==> src/rtl/core/jpd_pkg.sv <==
`timescale 1ns / 1ps

package jpd_pkg;

  localparam int unsigned ByteWidth     = 8;
  localparam int unsigned PayloadBytes  = 6;
  localparam int unsigned PosWidth      = 3;
  localparam int unsigned RecordWidth   = 80;
  localparam int unsigned ApbAddrWidth  = 3;
  localparam int unsigned ApbDataWidth  = 32;

  localparam logic [ByteWidth-1:0] PktHeader   = 8'hFF;
  localparam logic [ByteWidth-1:0] SumGood     = 8'hFF;
  localparam logic [ByteWidth-1:0] AxisOffset  = 8'h80;
  localparam logic [PosWidth-1:0]  LastDataPos = 3'd5;
  localparam logic [PosWidth-1:0]  ChecksumPos = 3'd6;

  // register index taken from the word address bit
  localparam logic RegSwapSticks = 1'b0;

  typedef logic [ByteWidth-1:0] byte_t;

  typedef struct packed {
    logic  [7:0]  extension_byte;
    logic  [7:0]  button_bits;
    logic  [15:0] tilt_word;
    logic  [15:0] pan_word;
    logic signed [7:0] left_horizontal;
    logic signed [7:0] left_vertical;
    logic signed [7:0] right_horizontal;
    logic signed [7:0] right_vertical;
  } record_t;

  // byte minus 128 in two's complement
  function automatic logic signed [7:0] axis_of(input byte_t b);
    axis_of = signed'(b ^ AxisOffset);
  endfunction

endpackage

==> src/rtl/core/jpd_frame_parser.sv <==
`timescale 1ns / 1ps

module jpd_frame_parser import jpd_pkg::*; (
  input  logic    clk_i,
  input  logic    rst_ni,
  input  logic    byte_valid_i,
  input  byte_t   byte_i,
  input  logic    advance_i,
  input  logic    swap_sticks_i,
  output logic    emit_o,
  output record_t record_o
);

  logic                hunting_q, hunting_d;
  logic [PosWidth-1:0] pos_q, pos_d;
  byte_t               sum_q, sum_d;
  byte_t               sum_next;
  byte_t               store_q [PayloadBytes];
  logic                store_we;

  assign sum_next = sum_q + byte_i;

  always_comb begin
    hunting_d = hunting_q;
    pos_d     = pos_q;
    sum_d     = sum_q;
    store_we  = 1'b0;
    emit_o    = 1'b0;
    if (byte_valid_i) begin
      if (hunting_q) begin
        if (byte_i == PktHeader) begin
          hunting_d = 1'b0;
          pos_d     = '0;
          sum_d     = '0;
        end
      end else if (pos_q == '0) begin
        // repeated header in the first data slot is skipped
        if (byte_i != PktHeader) begin
          store_we = 1'b1;
          sum_d    = sum_next;
          pos_d    = pos_q + PosWidth'(1);
        end
      end else begin
        store_we = (pos_q <= LastDataPos);
        sum_d    = sum_next;
        if (pos_q == ChecksumPos) begin
          hunting_d = 1'b1;
          pos_d     = '0;
          emit_o    = (sum_next == SumGood);
        end else begin
          pos_d = pos_q + PosWidth'(1);
        end
      end
    end
  end

  always_ff @(posedge clk_i or negedge rst_ni) begin
    if (!rst_ni) begin
      hunting_q <= 1'b1;
      pos_q     <= '0;
      sum_q     <= '0;
    end else if (advance_i) begin
      hunting_q <= hunting_d;
      pos_q     <= pos_d;
      sum_q     <= sum_d;
    end
  end

  always_ff @(posedge clk_i) begin
    if (advance_i && store_we) begin
      store_q[pos_q] <= byte_i;
    end
  end

  // record decode from the stored payload
  always_comb begin
    if (swap_sticks_i) begin
      record_o.right_vertical   = axis_of(store_q[2]);
      record_o.right_horizontal = axis_of(store_q[3]);
      record_o.left_vertical    = axis_of(store_q[0]);
      record_o.left_horizontal  = axis_of(store_q[1]);
    end else begin
      record_o.right_vertical   = axis_of(store_q[0]);
      record_o.right_horizontal = axis_of(store_q[1]);
      record_o.left_vertical    = axis_of(store_q[2]);
      record_o.left_horizontal  = axis_of(store_q[3]);
    end
    record_o.pan_word       = {store_q[0], store_q[1]};
    record_o.tilt_word      = {store_q[2], store_q[3]};
    record_o.button_bits    = store_q[4];
    record_o.extension_byte = store_q[5];
  end

endmodule

==> src/rtl/core/jpd_rec_reg.sv <==
`timescale 1ns / 1ps

module jpd_rec_reg import jpd_pkg::*; (
  input  logic    clk_i,
  input  logic    rst_ni,
  input  logic    load_i,
  input  record_t record_i,
  input  logic    ready_i,
  output logic    valid_o,
  output logic    free_o,
  output record_t record_o
);

  logic    valid_q;
  record_t record_q;

  // slot frees up in the same cycle its record is taken
  assign free_o   = !valid_q || ready_i;
  assign valid_o  = valid_q;
  assign record_o = record_q;

  always_ff @(posedge clk_i or negedge rst_ni) begin
    if (!rst_ni) begin
      valid_q <= 1'b0;
    end else if (load_i) begin
      valid_q <= 1'b1;
    end else if (ready_i) begin
      valid_q <= 1'b0;
    end
  end

  always_ff @(posedge clk_i) begin
    if (load_i) begin
      record_q <= record_i;
    end
  end

endmodule

==> src/rtl/core/joystick_packet_deframer_core.sv <==
`timescale 1ns / 1ps

// channel   dir  handshake                 payload
// s_axis    in   s_axis_tvalid/tready      tdata[7:0]  rx_byte
// m_axis    out  m_axis_tvalid/tready      tdata[79:0] decoded record
// apb       in   psel/penable/pwrite       reg 0 swap_sticks at byte address 0
//
// one byte per cycle unless a held record stalls; bytes pass the input register, and
// m_axis_tvalid_o is registered and set as a good packet's checksum byte moves on
// reset (rst_ni, async low) starts hunting for a header with empty registers
// a held record stalls parsing only when a second good packet completes
// before it is taken; the input register then holds its byte

module joystick_packet_deframer_core import jpd_pkg::*; (
  input  logic                    clk_i,
  input  logic                    rst_ni,
  // byte stream in
  input  logic                    s_axis_tvalid_i,
  output logic                    s_axis_tready_o,
  input  logic [7:0]              s_axis_tdata_i,   // [7:0] rx_byte
  // record stream out
  output logic                    m_axis_tvalid_o,
  input  logic                    m_axis_tready_i,
  // [7:0] right_vertical, [15:8] right_horizontal, [23:16] left_vertical,
  // [31:24] left_horizontal, [47:32] pan_word, [63:48] tilt_word,
  // [71:64] button_bits, [79:72] extension_byte
  output logic [RecordWidth-1:0]  m_axis_tdata_o,
  // configuration
  input  logic                    psel_i,
  input  logic                    penable_i,
  input  logic                    pwrite_i,
  input  logic [ApbAddrWidth-1:0] paddr_i,
  input  logic [ApbDataWidth-1:0] pwdata_i,
  output logic [ApbDataWidth-1:0] prdata_o,
  output logic                    pready_o
);

  logic    swap_sticks_q;
  logic    in_valid_q;
  byte_t   in_byte_q;
  logic    emit;
  logic    out_free;
  logic    advance;
  record_t record;
  record_t out_record;

  // apb register, always ready
  assign pready_o = 1'b1;
  assign prdata_o = {{(ApbDataWidth-1){1'b0}}, swap_sticks_q};

  always_ff @(posedge clk_i or negedge rst_ni) begin
    if (!rst_ni) begin
      swap_sticks_q <= 1'b0;
    end else if (psel_i && penable_i && pwrite_i && (paddr_i[2] == RegSwapSticks)) begin
      swap_sticks_q <= pwdata_i[0];
    end
  end

  // held byte moves on unless it completes a good packet with the output slot full
  assign advance         = in_valid_q && (!emit || out_free);
  assign s_axis_tready_o = !in_valid_q || advance;

  always_ff @(posedge clk_i or negedge rst_ni) begin
    if (!rst_ni) begin
      in_valid_q <= 1'b0;
    end else if (s_axis_tready_o) begin
      in_valid_q <= s_axis_tvalid_i;
    end
  end

  always_ff @(posedge clk_i) begin
    if (s_axis_tready_o && s_axis_tvalid_i) begin
      in_byte_q <= s_axis_tdata_i;
    end
  end

  jpd_frame_parser u_parser (
    .clk_i         (clk_i),
    .rst_ni        (rst_ni),
    .byte_valid_i  (in_valid_q),
    .byte_i        (in_byte_q),
    .advance_i     (advance),
    .swap_sticks_i (swap_sticks_q),
    .emit_o        (emit),
    .record_o      (record)
  );

  jpd_rec_reg u_rec_reg (
    .clk_i    (clk_i),
    .rst_ni   (rst_ni),
    .load_i   (advance && emit),
    .record_i (record),
    .ready_i  (m_axis_tready_i),
    .valid_o  (m_axis_tvalid_o),
    .free_o   (out_free),
    .record_o (out_record)
  );

  assign m_axis_tdata_o = out_record;

endmodule
==> config.mk <==
export PLATFORM = sky130hd
export DESIGN_NAME = joystick_packet_deframer_core
export DESIGN_NICKNAME = d
export VERILOG_FILES = /design/src/rtl/core/jpd_pkg.sv /design/src/rtl/core/jpd_frame_parser.sv /design/src/rtl/core/jpd_rec_reg.sv /design/src/rtl/core/joystick_packet_deframer_core.sv
export SDC_FILE = /design/constraint.sdc
export NUM_CORES = 1
export LEC_CHECK = 0
export ABC_AREA = 1
export BUFFER_PORTS_ARGS = -buffer_cell sky130_fd_sc_hd__buf_4
export CAP_MARGIN = 10
export CELL_PAD_IN_SITES_DETAIL_PLACEMENT = 0
export CELL_PAD_IN_SITES_GLOBAL_PLACEMENT = 1
export CORE_MARGIN = 2
export CORE_UTILIZATION = 44
export DETAILED_ROUTE_END_ITERATION = 16
export PLACE_DENSITY_LB_ADDON = 0.12
export SYNTH_ARGS = -nofsm -noshare
export SYNTH_HDL_FRONTEND = slang
export SYNTH_SLANG_ARGS = --single-unit
==> constraint.sdc <==
create_clock -name clk_i -period 6 [get_ports clk_i]
set_input_delay 0.3 -clock clk_i [delete_from_list [all_inputs] [get_ports clk_i]]
set_output_delay 0.3 -clock clk_i [all_outputs]
set_load 0.02 [all_outputs]
==> flow_summary.toml, run 1 <==
[min_path]
min_from = "s_axis_tdata_i[2]"
hold_class = "input port to register"

[clock_network]
worstSkewPairLatency_ns = 0.42
cts_tree = "yes"
clockBufferDepth = 2
clock_sinks = 151
clk_pin_slew_ns = 0.06
cts_made_buffers = 17
root_buffer = "clkbuf_16"
cts_setup_buffers = 0
htree_num_levels = 4

[sta]
final_hold_viol_count = 0
drv_slew = 0
setup_viol_count_final = 0
fin_setup_tns_ns = 0
worst_slew_pin_slew_ns = 0.906
max_freq_mhz = 276
finClkSkew_ns = 0.00764
setup_slack_ns = 2.38
min_period_ns = 3.62
period_share_pct = 60.3
rsz0062_at_grt = "false"
slew_headroom_pct = 39.5

[floorplanning]
std_cell_rows = 42
dieArea_um2 = 14500
io_pins = 165
die_y_um = 121
fp.coreArea_um2 = 13200
fp.dieW_um = 121
initial_core_util_pct = 45.1

[critical_path]
rr_startpoint = "in_byte_q[0]$_DFFE_PP_"
crit_fanout = 59
crit_start = "in_byte_q[0]$_DFFE_PP_"
crit_required_ns = 6.04
critPathCaptureType = "register"
worst-setup-path-type = "register to register"
crit_arrival_ns = 3.66
cp-start-kind = "register"

[detailed_routing]
drt-pass1-iter-count = 4
wl_mm = 10.7
routedWlPerCell_um = 14.2
vias = 3427
drc = 0
drt_iter0_drc = 274
drtAntennaViolNets = 0
via_per_inst = 4.56

[synth]
synth_cell_types = 26
async_flop_share_pct = 9.93
synth_edf_count = 136
syn-cell-area_um2 = 5980
yosysWarnings = 0
ys_ff_latch = 151
synth_seq_area_share_pct = 74.6
synth.avg_cell_area_um2 = 13.1
synthCells = 455
synthFlopType = "edfxtp_1"

[cells_and_area]
nFillCells = 1118
syn2layout_area_growth_pct = 23.1
final_nets = 620
stdcell_count = 751
antenna_cells = 0
drive_gt1_share_pct = 24.7

[placement]
place_ws_ns = 2.39
gp_congestion = 0.792
hpwl_mm = 7.07
dpl.cell_count = 718
port_buffers = 99

[grt]
grt_antenna_before_repair = 0
grt_max_degree = 60
overflow = 0
track_usage_pct = 15.2
first_global_vias = 3084
grt_pass1_wl_mm = 16.2

[flow_run]
drv_cap = 0

[power]
powerDensity_nw_per_um2 = 388
ir_worst_vdd_mv = 0.217
p_leak_nw = 3.05

[outcome]
status = "finished, final reports clean"
## cells by family after synthesis
group | after synthesis | share of synthesized area, %
buf+inv | 90 | 7.83
xor+xnor | 1 | 0.147
simple gates | 162 | 11.9
fa+ha+maj | 8 | 1.80
other cells | 2 | 0.126
compound gates | 41 | 3.56
flops | 151 | 74.6
## sequential cells by signal (all words and copies together) (netlist names)
name / cells
m_axis_tdata_o: 16
swap_sticks_q: 1
u_parser.sum_q: 8
u_parser.pos_q: 3
in_byte_q: 8
u_parser.store_q: 48
u_parser.hunting_q: 1
in_valid_q: 1
u_rec_reg.record_o: 64
u_rec_reg.valid_o: 1
## synthesized netlist by cell type (2+ instances only)
cell type | number | area, um2
o21a_1 | 2 | 15.0
nor2_4 | 2 | 22.5
dfrtp_1 | 14 | 350
nand3_1 | 12 | 60.1
nand2_1 | 104 | 390
buf_2 | 2 | 10.0
buf_4 | 34 | 255
o21ai_0 | 32 | 160
ha_1 | 7 | 87.6
a21oi_1 | 6 | 30.0
conb_1 | 2 | 7.51
inv_1 | 46 | 173
nor2_1 | 23 | 86.3
nand4_1 | 14 | 87.6
clkbuf_1 | 8 | 30.0
nand3_2 | 2 | 20.0
edfxtp_1 | 136 | 4080
## worst max-delay path, cell delays in order (launching register included)
cell      delay [ns]
edfxtp_1        0.56
ha_1            0.32
fa_1            0.52
nand2_1         0.05
nand3b_1        0.18
nor2_1          0.16
nand3_2         0.12
nor2_4          0.14
nand4_1         0.12
inv_2           0.38
buf_4           0.65
## report_power, final
group	switching (W)	internal (W)	total, W
logic	0.000331	0.000173	0.000504
clock network	0.000393	0.000613	0.00101
registers	0.0000784	0.00127	0.00135
total	0.000802	0.00206	0.00286
## layout by cell type (no fill, tap or decap), types with 2 or more instances in the layout
cell / netlist / layout
ha_1: 7 / 7
edfxtp_1: 136 / 136
o21ai_0: 32 / 32
conb_1: 2 / 32
a21oi_1: 6 / 6
buf_4: 34 / 101
o21a_1: 2 / 2
nand3_1: 12 / 12
nor2_1: 23 / 23
clkinvlp_4: 0 / 2
inv_1: 46 / 45
clkbuf_16: 0 / 17
clkinv_2: 0 / 5
nand3_2: 2 / 2
dfrtp_1: 14 / 14
nor2_4: 2 / 2
nand2_1: 104 / 104
nand4_1: 14 / 14
clkbuf_8: 0 / 4
inv_6: 0 / 2
## routing by layer
layer / track usage, % / wire length [um] / vias to the layer above
met4: 6.69 / 188 / 0
met1: 19.9 / 4680 / 1589
met3: 4.39 / 645 / 15
met5: 0 / 0 / -
met2: 23.8 / 5170 / 108
li1: - / - / 1715
## layout make-up
type                       count  area (um2)  share of cell area (%)
sequential                   151        4460                    60.6
multi-input combinational    244        1160                    15.8
tap                          176         220                    2.99
timing repair buffer         102         768                    10.4
clock inverter                11        96.3                    1.31
inverter                      46         173                    2.35
clock buffer                  21         480                    6.53
## path summary, 6_finish.rpt
kind,endpoint,slack [ns],cells past startpoint
worst max-delay path,m_axis_tdata_o[66]$_DFFE_PP_,2.38,10
worst min-delay path,in_byte_q[2]$_DFFE_PP_,0.06,1
worst max register to register,m_axis_tdata_o[66]$_DFFE_PP_,2.38,10
worst min register to register,m_axis_tdata_o[64]$_DFFE_PP_,0.42,0
max in group asynchronous,u_parser.hunting_q$_DFFE_PN1P_,5.46,2
min in group asynchronous,u_parser.sum_q[2]$_DFFE_PN0P_,0.29,2
## repair_timing
item                      CTS  global route
hold endpoints to repair   15             0
hold buffers                1             0
resized for setup           0             0
## through the flow
| step | instance area (um2) | util (%) | power (W) | hold WS [ns] |
|---|---|---|---|---|
| 2_1_floorplan | 6090 | - | 0.00177 | 0.00441 |
| 3_3_place_gp | 6770 | 51.1 | 0.00187 | 0.179 |
| 3_5_place_dp | 6770 | 51.1 | 0.00187 | 0.182 |
| 4_1_cts | 7360 | 55.6 | 0.00288 | 0.0397 |
| 5_1_grt | 7360 | 55.6 | 0.00301 | 0.0354 |
| 6_report | 7360 | 55.6 | 0.00286 | 0.0568 |
No activity file was read; power rests on OpenSTA's default activity.
==> run 2: changes to the inputs <==
--- a/config.mk
+++ b/config.mk
@@ -11,7 +11,7 @@
 export CELL_PAD_IN_SITES_DETAIL_PLACEMENT = 0
 export CELL_PAD_IN_SITES_GLOBAL_PLACEMENT = 1
 export CORE_MARGIN = 2
-export CORE_UTILIZATION = 44
+export CORE_UTILIZATION = 37
 export DETAILED_ROUTE_END_ITERATION = 16
 export PLACE_DENSITY_LB_ADDON = 0.12
 export SYNTH_ARGS = -nofsm -noshare
==> constraint.sdc (replaced) <==
create_clock -name clk_i -period 3.2 [get_ports clk_i]
set_input_delay 0.16 -clock clk_i [delete_from_list [all_inputs] [get_ports clk_i]]
set_output_delay 0.16 -clock clk_i [all_outputs]
set_load 0.02 [all_outputs]
==> run 2 against run 1 <==
Compared with the run above:
- design area up 2.9%
- clock power up 82%
- wire length up 8.8%
- critical path type is now register to output pin
- highest routed layer unchanged
==> flow_summary.toml, run 2 (same netlist as run 1, synthesis figures left out) <==
[cells_and_area]
final_nets = 639
drive_gt1_share_pct = 24.7
antenna_cells = 0
syn2layout_area_growth_pct = 26.8
layout_commonest_cell = "edfxtp_1"
final_cell_mix = "edfxtp_1, buf_4, nand2_1, inv_1"
largest_reg_flops = 64
fin_area_um2 = 7570

[critical_path]
cpLargestDelayFamily = "simple AND/OR/NAND/NOR gates"
crit_start = "in_byte_q[0]$_DFFE_PP_"
cp-start-kind = "register"
crit_fanout = 16
cpMaxStageDelayCell = "fa_2"
crit_path_cell_trace = "ha_2, fa_2, nand2_1, nand3b_1, nor2_1, nand3_2, nor2_4, nand3_4, buf_4"
critPathCaptureType = "output pin"
worst-setup-path-type = "register to output pin"
crit_arrival_ns = 2.63
crit_buf_inv = 1
crit_required_ns = 3.04
critPathMaxStageDelay_ns = 0.53
rr_startpoint = "in_byte_q[0]$_DFFE_PP_"

[sta]
final_hold_viol_count = 0
slew_headroom_pct = 38.4
worst_slew_pin_slew_ns = 0.923
fin_setup_tns_ns = 0
finClkSkew_ns = 0.00703
drv_slew = 0
setup_viol_count_final = 0
period_share_pct = 87.3
hold_slack_ns = 0.0392
min_period_ns = 2.79
rsz0062_at_grt = "false"
max_freq_mhz = 358

[clock_network]
clockBufferDepth = 2
worstSkewPairLatency_ns = 0.41
root_buffer = "clkbuf_16"
htree_num_levels = 4
cts_tree = "yes"
cts-resized-gates = 0
clk_pin_slew_ns = 0.06
cts_setup_buffers = 0
clock_sinks = 151
cts_made_buffers = 17
hold_buffers = 11

[placement]
port_buffers = 99
gp_congestion = 0.807
hpwl_mm = 8.13
placed_area_um2 = 6920

[grt]
grt_max_degree = 45
overflow = 0
track_usage_pct = 14.0
grt_pass1_wl_mm = 17.4
first_global_vias = 3258
grt_antenna_before_repair = 0

[flow_run]
drv_cap = 0

[power]
ir_worst_vdd_mv = 0.401
power_w = 0.00535
powerDensity_nw_per_um2 = 706
p_leak_nw = 3.10

[floorplanning]
initial_core_util_pct = 37.8
io_pins = 165
std_cell_rows = 46
dieArea_um2 = 17200
fp.coreArea_um2 = 15800
fp.dieW_um = 131
die_y_um = 131

[min_path]
hold_class = "input port to register"
min_from = "paddr_i[2]"

[detailed_routing]
wl_mm = 11.6
routedWlPerCell_um = 14.4
via_per_inst = 4.31
drc = 0
drtAntennaViolNets = 0
drt_iter0_drc = 128
drt-pass1-iter-count = 4
vias = 3482

[outcome]
status = "finished, final reports clean"
==> run 2: cell count changes in the layout (fill, tap and decap cells not counted), moves of 3 or more <==
cell / before / now
buf_4: 101 / 108
clkbuf_8: 4 / 0
dlygate4sd3_1: 1 / 11
clkinv_2: 5 / 2
==> run 2: power breakdown <==
part | leakage, nW | switching [W] | internal [W]
clock network | 0.256 | 0.000718 | 0.00112
logic | 1.43 | 0.000650 | 0.000348
registers | 1.42 | 0.000130 | 0.00238
total | 3.10 | 0.00150 | 0.00385
==> run 2: area by class of cell <==
| type | count | area, um2 |
|---|---|---|
| fillers | 1405 | 8250 |
| flip-flops and latches | 151 | 4460 |
| well taps | 216 | 270 |
| inverters | 46 | 176 |
| repair buffers | 121 | 961 |
| clock buffers | 19 | 433 |
| multi-input cells | 244 | 1160 |
| clock inverters | 10 | 109 |
==> run 2: path summary, 6_finish.rpt <==
kind	to	slack, ns	cells after the start
max reg2reg	u_rec_reg.record_o[2]$_DFFE_PP_	0.44	10
min reg2reg	m_axis_tdata_o[65]$_DFFE_PP_	0.42	0
min	swap_sticks_q$_DFFE_PN0P_	0.04	4
max	s_axis_tready_o	0.41	9
max in group asynchronous	u_parser.hunting_q$_DFFE_PN1P_	2.80	2
min in group asynchronous	swap_sticks_q$_DFFE_PN0P_	0.15	2
==> run 2: per-stage QoR <==
| stage | setup WS, ns | util [%] | instances |
|---|---|---|---|
| final | 0.407 | 47.9 | 807 |
| after global routing | 0.261 | 47.9 | 807 |
| after CTS | 0.354 | 47.9 | 807 |
| after detailed placement | 0.417 | 43.7 | 767 |
| after global placement | 0.448 | 43.7 | 767 |
| after floorplan | 0.0156 | - | 485 |
==> run 2: worst min-delay path, stage by stage <==
cell,delay (ns)
buf_4,0.08
inv_1,0.03
nand4_1,0.08
a21oi_1,0.07
==> run 2: layer usage <==
metal / vias to the layer above / track usage, % / wire length [um]
li1: 1745 / - / -
met5: - / 0 / 0
met2: 108 / 23.3 / 5840
met1: 1610 / 17.2 / 4830
met3: 19 / 4.02 / 697
met4: 0 / 5.88 / 250
==> run 3: changes to the inputs <==
==> constraint.sdc (replaced) <==
create_clock -name clk_i -period 3.2 [get_ports clk_i]
set_input_delay 0.64 -clock clk_i [delete_from_list [all_inputs] [get_ports clk_i]]
set_output_delay 0.64 -clock clk_i [all_outputs]
set_load 0.02 [all_outputs]
==> run 3 against run 2 <==
Compared with the run above:
- power rose by 2.9%
- first-iteration DRC count rose by 76%
- sequential power barely moved
- fmax fell by 9.2%
- register-to-register slack improved by 0.06 ns
- wire length rose by 0.84%
- non-clock buffer count fell by 10
==> flow_summary.toml, run 3 (same netlist as run 1, synthesis figures left out) <==
[sta]
finClkSkew_ns = 0.0178
final_hold_viol_count = 0
rsz0062_at_grt = "false"
slew_headroom_pct = 38.4
min_period_ns = 3.08
fin_setup_tns_ns = 0
period_share_pct = 96.1
setup_viol_count_final = 0
worst_slew_pin_slew_ns = 0.923
drv_slew = 0
max_freq_mhz = 325

[cells_and_area]
syn2layout_area_growth_pct = 25.8
layout_commonest_cell = "edfxtp_1"
final_nets = 629
drive_gt1_share_pct = 25.7
nFillCells = 1432
fin_area_um2 = 7520
final_cell_mix = "edfxtp_1, buf_4, nand2_1, inv_1"
largest_reg_flops = 64
antenna_cells = 0

[clock_network]
cts_made_buffers = 17
root_buffer = "clkbuf_16"
hold_buffers = 0
cts_setup_buffers = 0
cts-resized-gates = 0
cts_tree = "yes"
htree_num_levels = 4
worstSkewPairLatency_ns = 0.42
clock_sinks = 151
clk_pin_slew_ns = 0.06
clockBufferDepth = 2

[power]
ir_worst_vdd_mv = 0.386
powerDensity_nw_per_um2 = 733
p_leak_nw = 3.08

[critical_path]
crit_fanout = 3
r2r_cells = 10
reg2reg_to = "u_rec_reg.record_o[49]$_DFFE_PP_"
critPathCaptureType = "output pin"
worst-setup-path-type = "register to output pin"
crit_arrival_ns = 2.44
rr_startpoint = "in_byte_q[0]$_DFFE_PP_"
r2r_slack_ns = 0.50
crit_required_ns = 2.56
cp-start-kind = "register"
crit_start = "in_byte_q[0]$_DFFE_PP_"

[floorplanning]
initial_core_util_pct = 37.8
dieArea_um2 = 17200
std_cell_rows = 46
die_y_um = 131
io_pins = 165
fp.coreArea_um2 = 15800
fp.dieW_um = 131

[detailed_routing]
drt_iter0_drc = 225
drtAntennaViolNets = 0
wl_mm = 11.7
drt-pass1-iter-count = 5
drc = 0
via_per_inst = 4.35
vias = 3477
routedWlPerCell_um = 14.6

[outcome]
status = "finished, final reports clean"

[grt]
first_global_vias = 3179
overflow = 0
track_usage_pct = 14.2
grt_antenna_before_repair = 0
grt_pass1_wl_mm = 17.4
grt_max_degree = 54

[flow_run]
drv_cap = 0

[placement]
placed_area_um2 = 6920
port_buffers = 99
gp_congestion = 0.804
hpwl_mm = 8.14

[min_path]
hold_class = "input port to asynchronous set/reset pin"
run 3: final cells by class:
class	count	area, um2	share of cell area [%]
Sequential cell	151	4460	59.3
Multi-Input combinational cell	244	1160	15.5
Timing Repair Buffer	111	846	11.3
Clock buffer	22	454	6.04
Tap cell	216	270	3.60
Inverter	46	176	2.35
Clock inverter	10	144	1.91
run 3: layer usage:
layer / part of all wire (%) / track usage, % / up-vias
met5: 0 / 0 / -
met4: 1.9 / 7.57 / 0
met3: 5.8 / 3.73 / 15
met2: 49 / 22.4 / 116
met1: 44 / 17.9 / 1619
li1: - / - / 1727
run 3: metrics by stage:
stage | std cells | util [%] | setup WS (ns) | power [W] | hold WS [ns]
after global routing | 800 | 47.5 | 0.0241 | 0.00582 | 0.0720
after detailed placement | 768 | 43.7 | 0.478 | 0.00355 | 0.405
after floorplan | 485 | - | 0.0156 | 0.00332 | 0.344
final | 800 | 47.5 | 0.124 | 0.00551 | 0.0718
after global placement | 768 | 43.7 | 0.518 | 0.00354 | 0.403
after CTS | 800 | 47.5 | 0.0894 | 0.00557 | 0.0674
run 3: how the worst max path moves through the flow:
stage | to | slack, ns
global route | s_axis_tready_o | 0.02
CTS | s_axis_tready_o | 0.09
global placement | u_rec_reg.record_o[10]$_DFFE_PP_ | 0.52
detailed placement | u_rec_reg.record_o[10]$_DFFE_PP_ | 0.48
floorplan | m_axis_tdata_o[64]$_DFFE_PP_ | 0.02
finish | s_axis_tready_o | 0.12
run 3: where the power goes:
part           switching, W  internal (W)
registers          0.000129       0.00238
clock network      0.000758       0.00125
logic              0.000653      0.000336
total               0.00154       0.00397
run 3: critical path, stage by stage, from the launching register on:
cell and delay (ns):
edfxtp_1 0.40, ha_2 0.23, fa_2 0.53, nand2_1 0.05, nand3b_1 0.15, nor2_1 0.12, nand3_2 0.10, nor2_4 0.14
nand3_4 0.10, buf_4 0.17
